===== src/rtl/dpb_pkg.sv =====
// Package: widths, limits, register indexes and reset values of the depth back-projection block.
`default_nettype none
package dpb_pkg;

  localparam int ROW_W   = 9;
  localparam int COL_W   = 9;
  localparam int DEPTH_W = 15;
  localparam int CTR_W   = 16;
  localparam int GAIN_W  = 32;
  localparam int XY_W    = 32;
  localparam int Z_W     = 31;
  localparam int CFG_IDX_W  = 3;
  localparam int CFG_DATA_W = 32;

  localparam int ROW_LIMIT = 512;
  localparam int COL_LIMIT = 512;

  localparam int IDX_SHIFT = 4;
  localparam int XY_SHIFT  = 20;
  localparam int Z_SHIFT   = 16;

  localparam int MAG1_W = CTR_W + DEPTH_W;
  localparam int MAG2_W = MAG1_W + GAIN_W;
  localparam int PZ_W   = DEPTH_W + GAIN_W;

  localparam logic [CTR_W-1:0]  CENTER_ROW_RST = 16'd3392;
  localparam logic [CTR_W-1:0]  CENTER_COL_RST = 16'd4096;
  localparam logic [GAIN_W-1:0] ROW_GAIN_RST   = 32'd150616;
  localparam logic [GAIN_W-1:0] COL_GAIN_RST   = 32'd150616;
  localparam logic [GAIN_W-1:0] DEPTH_GAIN_RST = 32'd54975581;

  typedef enum logic [CFG_IDX_W-1:0] {
    CFG_CENTER_ROW = 3'd0,
    CFG_CENTER_COL = 3'd1,
    CFG_ROW_GAIN   = 3'd2,
    CFG_COL_GAIN   = 3'd3,
    CFG_DEPTH_GAIN = 3'd4
  } cfg_idx_e;

  typedef struct packed {
    logic [CTR_W-1:0]  center_row;
    logic [CTR_W-1:0]  center_col;
    logic [GAIN_W-1:0] row_gain;
    logic [GAIN_W-1:0] col_gain;
    logic [GAIN_W-1:0] depth_gain;
  } cfg_t;

endpackage
`default_nettype wire


===== src/rtl/dpb_cfg_if.sv =====
// Interface: configuration register write channel.
`default_nettype none
interface dpb_cfg_if;
  import dpb_pkg::*;

  logic                  valid;
  logic                  ready;
  logic [CFG_IDX_W-1:0]  index;
  logic [CFG_DATA_W-1:0] data;

  modport source (output valid, output index, output data, input ready);
  modport sink   (input valid, input index, input data, output ready);
endinterface
`default_nettype wire


===== src/rtl/dpb_cfg_regs.sv =====
// Configuration register file: principal point and gains.
`default_nettype none
module dpb_cfg_regs (
  input  wire logic   clk_i,
  input  wire logic   rst_ni,
  dpb_cfg_if.sink     cfg_i,
  output dpb_pkg::cfg_t cfg_o
);
  import dpb_pkg::*;

  cfg_t cfg_q, cfg_d;

  assign cfg_i.ready = 1'b1;

  always_comb begin
    cfg_d = cfg_q;
    if (cfg_i.valid) begin
      case (cfg_i.index)
        CFG_CENTER_ROW: cfg_d.center_row = cfg_i.data[CTR_W-1:0];
        CFG_CENTER_COL: cfg_d.center_col = cfg_i.data[CTR_W-1:0];
        CFG_ROW_GAIN:   cfg_d.row_gain   = cfg_i.data[GAIN_W-1:0];
        CFG_COL_GAIN:   cfg_d.col_gain   = cfg_i.data[GAIN_W-1:0];
        CFG_DEPTH_GAIN: cfg_d.depth_gain = cfg_i.data[GAIN_W-1:0];
        default: ;
      endcase
    end
  end

  always_ff @(posedge clk_i or negedge rst_ni) begin
    if (!rst_ni) begin
      cfg_q.center_row <= CENTER_ROW_RST;
      cfg_q.center_col <= CENTER_COL_RST;
      cfg_q.row_gain   <= ROW_GAIN_RST;
      cfg_q.col_gain   <= COL_GAIN_RST;
      cfg_q.depth_gain <= DEPTH_GAIN_RST;
    end else begin
      cfg_q <= cfg_d;
    end
  end

  assign cfg_o = cfg_q;
endmodule
`default_nettype wire


===== src/flat_wrapper.sv =====
// flat-port wrapper written by rule: the top's interface ports become plain ports
module dpb_cfg_regs_flat import dpb_pkg::*;
  (clk_i, rst_ni, cfg_o, cfg_i_valid, cfg_i_index, cfg_i_data, cfg_i_ready);
  dpb_cfg_if cfg_i_i ();
  input  wire logic clk_i;
  input  wire logic rst_ni;
  output dpb_pkg::cfg_t cfg_o;
  input wire logic [$bits(cfg_i_i.valid)-1:0] cfg_i_valid;
  input wire logic [$bits(cfg_i_i.index)-1:0] cfg_i_index;
  input wire logic [$bits(cfg_i_i.data)-1:0] cfg_i_data;
  output wire logic [$bits(cfg_i_i.ready)-1:0] cfg_i_ready;
  assign cfg_i_i.valid = cfg_i_valid;
  assign cfg_i_i.index = cfg_i_index;
  assign cfg_i_i.data = cfg_i_data;
  assign cfg_i_ready = cfg_i_i.ready;
  dpb_cfg_regs u_core (.clk_i(clk_i), .rst_ni(rst_ni), .cfg_i(cfg_i_i), .cfg_o(cfg_o));
endmodule

===== config.mk =====
export PLATFORM = sky130hd
export DESIGN_NAME = dpb_cfg_regs_flat
export DESIGN_NICKNAME = d
export VERILOG_FILES = /design/src/rtl/dpb_pkg.sv /design/src/rtl/dpb_cfg_if.sv /design/src/rtl/dpb_cfg_regs.sv /design/src/flat_wrapper.sv
export SDC_FILE = /design/constraint.sdc
export NUM_CORES = 1
export LEC_CHECK = 0
export BUFFER_PORTS_ARGS = -buffer_cell sky130_fd_sc_hd__buf_2
export CAP_MARGIN = 20
export CORE_ASPECT_RATIO = 1.1
export CORE_MARGIN = 3
export CORE_UTILIZATION = 50
export CTS_BUF_LIST = sky130_fd_sc_hd__clkbuf_16
export CTS_CLUSTER_SIZE = 28
export DETAILED_ROUTE_END_ITERATION = 16
export PLACE_DENSITY = 0.78
export SLEW_MARGIN = 20
export SYNTH_ARGS = -nofsm -noshare
export SYNTH_HDL_FRONTEND = slang
export SYNTH_SLANG_ARGS = --single-unit

===== constraint.sdc =====
create_clock -name clk_i -period 1 [get_ports clk_i]
set_input_delay 0.1 -clock clk_i [delete_from_list [all_inputs] [get_ports clk_i]]
set_output_delay 0.1 -clock clk_i [all_outputs]
set_load 0.02 [all_outputs]

### After elaboration in Yosys (flattened, before gate mapping)

Index checks and enable logic that the tools add are counted.

| storage, ports and cells | value |
|---|---|
| register bits | 128 |
| bits of input ports | 38 |

| operators by class | value |
|---|---|
| eq/ne operators | 4 |
| reductions and logical operators | 6 |

Operators with widths:

| kind | count |
|---|---|
| 2-bit AND reduction | 5 |
| 3-bit by 2-bit equality test with 1-bit output, second input constant | 2 |
| 3-bit by 1-bit equality test with 1-bit output, second input constant | 1 |
| 3-bit equality test, second input constant | 1 |
| 3-bit zero test | 1 |

### Logic depth before layout (Yosys ltp)

| logic depth | value |
|---|---|
| word-level depth | 2 |
| mapped depth | 4 |
| gate-level depth less buffers | 2 |

### Worst setup path after synthesis

OpenSTA, ideal clock, no wires.

| timing path | value |
|---|---|
| kind | input to register |
| from | input port cfg_i_index[0] |
| to | register u_core.cfg_q, in the netlist u_core.cfg_o[117] |
| setup time | 125 ps |
| arrival time | 1060 ps |
| required time | 875 ps |
| setup slack | -185 ps |
| stages | 3 |
| buffers on the path | 1 |
| path through | nor4b_4 buf_6 mux2_2 |

| on the way | value |
|---|---|
| longest elaborated chain between the ends | 2 |

Ends and longest elaborated chain:

| element | RTL line | RTL |
|---|---|---|
| start: declaration | flat_wrapper.sv:9 | `input wire logic [$bits(cfg_i_i.index)-1:0] cfg_i_index;` |
| 3-bit zero test | dpb_cfg_regs.sv:18 | `case (cfg_i.index)` |
| 2-bit AND reduction (no source line) | - |  |
| end signal: assignment | dpb_cfg_regs.sv:37 | `cfg_q <= cfg_d;` |
| end: declaration | dpb_cfg_regs.sv:11 | `cfg_t cfg_q, cfg_d;` |

Every way passes these cells.
A chain may end at the register's enable or synchronous reset.

### Final worst setup path

| timing path | value |
|---|---|
| from | register u_core.cfg_q, in the netlist u_core.cfg_o[122] |
| to | output port cfg_o[122] (netlist bit) |

RTL lines:

| element | RTL line | RTL |
|---|---|---|
| end: declaration | flat_wrapper.sv:7 | `output dpb_pkg::cfg_t cfg_o;` |

No word-level cell between the ends.

==> out/results.tsv <==
stage	metric	value	unit
outcome	run status	finished, violations left	
outcome	violated checks	negative setup slack	
logic_synthesis	Distinct cells, synth	15	
placed_design	IO buf count	165	
sta	final hold vios	0	
flow_run	maxcap violations	0	
layout	share of cells above drive strength 1	0.7757	
pwr	pwr dens	2547	nW/um2
worst_setup_path	Critical Path, Cell by Cell	buf_6	
logic_synthesis	post-synthesis sequential area ratio	0.6604	
route	TritonRoute pass-1 iters	4	
logic_synthesis	Net Count, Synth	315	
floorplanning	DIE HEIGHT	110.0	um
worst_setup_path	delay-heaviest family, CP	flip-flops	
pwr	Leak Pwr	4.087	nW
logic_synthesis	Synth Warn #	0	
placed_design	DP Worst Slack	-0.3845	ns
logic_synthesis	Mapped Area	4915	um2
floorplanning	die area	11060	um2
layout	ANT cells	0	
floorplanning	die span in x	100.5	um
floorplanning	CORE AREA	9490	um2
cts	CTS tree	done	
worst_setup_path	CP arrival	1.10	ns
route	DR WL/cell	24.06	um
floorplanning	initial core utilization	0.5179	
logic_synthesis	Seq cells post-synth	128	
sta	fin crit period	1.197	ns
placed_design	DP Wirelength	7.792	mm
pwr	Total Power	21.71	mW
route	DR vias/cell	5.247	
route	routed vias	3631	
sta	post-route clock period utilization	1.197	
worst_setup_path	critical path's slowest cell	dfstp_2	
cts	clock root cell	clkbuf_16	
grt	initial antenna violation count	0	
layout	Final nets	600	
grt	largest net degree at the start of global routing	60	
worst_setup_path	CP max FO	2	
route	First DRT Iteration DRCs	126	
layout	most common cell after layout, fill and taps aside	buf_6	
grt	final global-route overflow total	0	
cts	Clock transition at path regs	0.06	ns
sta	Final Max Slew Viols	0	
layout	commonest non-fill, non-tap cells in the layout	buf_6, dfrtp_1, mux2_4	
worst_setup_path	CP max stage delay	0.56	ns
layout	Seq. cell area	3246	um2
worst_setup_path	crit path capture type	output port	
placed_design	RD Place Congestion	0.7364	
cts	TritonCTS Buffers	17	
layout	max reg flops	128	
hold_path	Hold WC Path Type	in -> reg	
sta	Worst Skew	0	ns
worst_setup_path	CP required	0.90	ns
worst_setup_path	Startpoint Class	flip-flop	
cts	clk buf depth	2	
route	remaining antenna violation count	0	
grt	Tot GR Track Use	0.2815	
sta	final setup vio count	138	
layout	Fillers	343	
logic_synthesis	Avg Inst Size Synth	17.74	um2
route	final wirelength	16.65	mm
layout	Multi-input gate area	1817	um2
sta	unrepaired setup endpoints after global routing	yes	
floorplanning	Ports	167	
cts	CTS Sinks	128	
pwr	Worst VDD drop	1576	uV
route	drt drc	0	
grt	global-route wire length before repair	22.97	mm
cts	H-Tree Depth	4	
cts	Worst-Skew Late Latency	0.40	ns
sta	fin worst setup slack	-0.1967	ns
layout	Area Growth Syn to Fin	73.50	%
sta	maximum clock frequency	0.8356	GHz
worst_setup_path	critical path type	reg -> out	
grt	vias in the first global route	4004	
logic_synthesis	Post-Syn Instances	277	
worst_setup_path	Buf+Inv Stages, Crit Path	1	
floorplanning	row cnt	37	
[layout make-up]
type / instances / area share
flip-flops and latches: 128 / 0.3806
multi-input cells: 134 / 0.2131
well taps: 117 / 0.01717
clock buffers: 17 / 0.04989
clock inverters: 15 / 0.02348
repair buffers: 281 / 0.3158
[cells by family (layout without fill, tap and decap cells)]
group,count (synthesis),after routing,share of synthesized area
muxes,128,128,0.2979
buffers and inverters,15,313,0.02724
and+or+nand+nor,5,5,0.01375
DFF,128,128,0.6604
other,1,1,0.0007630
[power breakdown]
part           internal, mW  switching, mW  total [mW]
Combinational          4.33           3.09        7.42
Sequential             6.57           1.03        7.59
Clock                  4.37           2.33        6.70
Total                  15.3           6.45        21.7
[cells in the mapped netlist]
cell | count | share of area
nor4bb_1 | 1 | 0.0020
mux2_4 | 6 | 0.018
dfrtp_1 | 94 | 0.48
buf_6 | 9 | 0.021
and4bb_1 | 1 | 0.0025
mux2_1 | 3 | 0.0069
dfstp_2 | 34 | 0.18
conb_1 | 1 | 0.00076
mux2_2 | 119 | 0.27
nor4b_4 | 1 | 0.0048
clkbuf_2 | 1 | 0.0010
buf_4 | 1 | 0.0015
buf_2 | 4 | 0.0041
nand4b_1 | 1 | 0.0018
and4bb_2 | 1 | 0.0025
[per-layer routing]
metal / GRT usage / up-vias / share of wire
met4: 0.1030 / 0 / 0.028
met1: 0.3321 / 1896 / 0.39
met5: 0 / - / 0
li1: - / 1547 / -
met3: 0.08055 / 32 / 0.051
met2: 0.4915 / 156 / 0.53
[worst paths after layout]
path	start	end	slack, ns	depth (start not counted)
worst max-delay path	u_core.cfg_o[122]	cfg_o[122]	-0.20	1
worst min-delay path	cfg_i_data[12]	u_core.cfg_o[124]	0.04	2
min in group asynchronous	rst_ni	u_core.cfg_o[72]	0.07	2
max in group asynchronous	rst_ni	u_core.cfg_o[43]	0.32	3
worst max register to register	u_core.cfg_o[40]	u_core.cfg_o[40]	-0.06	3
worst min register to register	u_core.cfg_o[115]	u_core.cfg_o[115]	0.53	1
[stage by stage]
step	cells	util	area, um2	TNS [ns]	hold WS (ns)
6_report	692	0.8985	8527	-10.09	0.04012
5_1_grt	692	0.8985	8527	-13.99	0.02301
4_1_cts	665	0.8744	8298	-9.974	0.002509
3_5_place_dp	557	0.6566	6231	-32.16	-0.04726
3_3_place_gp	557	0.6566	6231	-29.31	-0.04699
2_1_floorplan	277	-	5215	-7.016	-0.1956
[timing repair]
item	in CTS	in global routing
buffers inserted	48	28
gates cloned	0	0
hold buffers	28	0
hold endpoints to repair	188	0
pin swaps	0	1
endpoints found under the setup margin	128	135
gates resized for setup	256	7
Power figures use the tool's default switching activity.
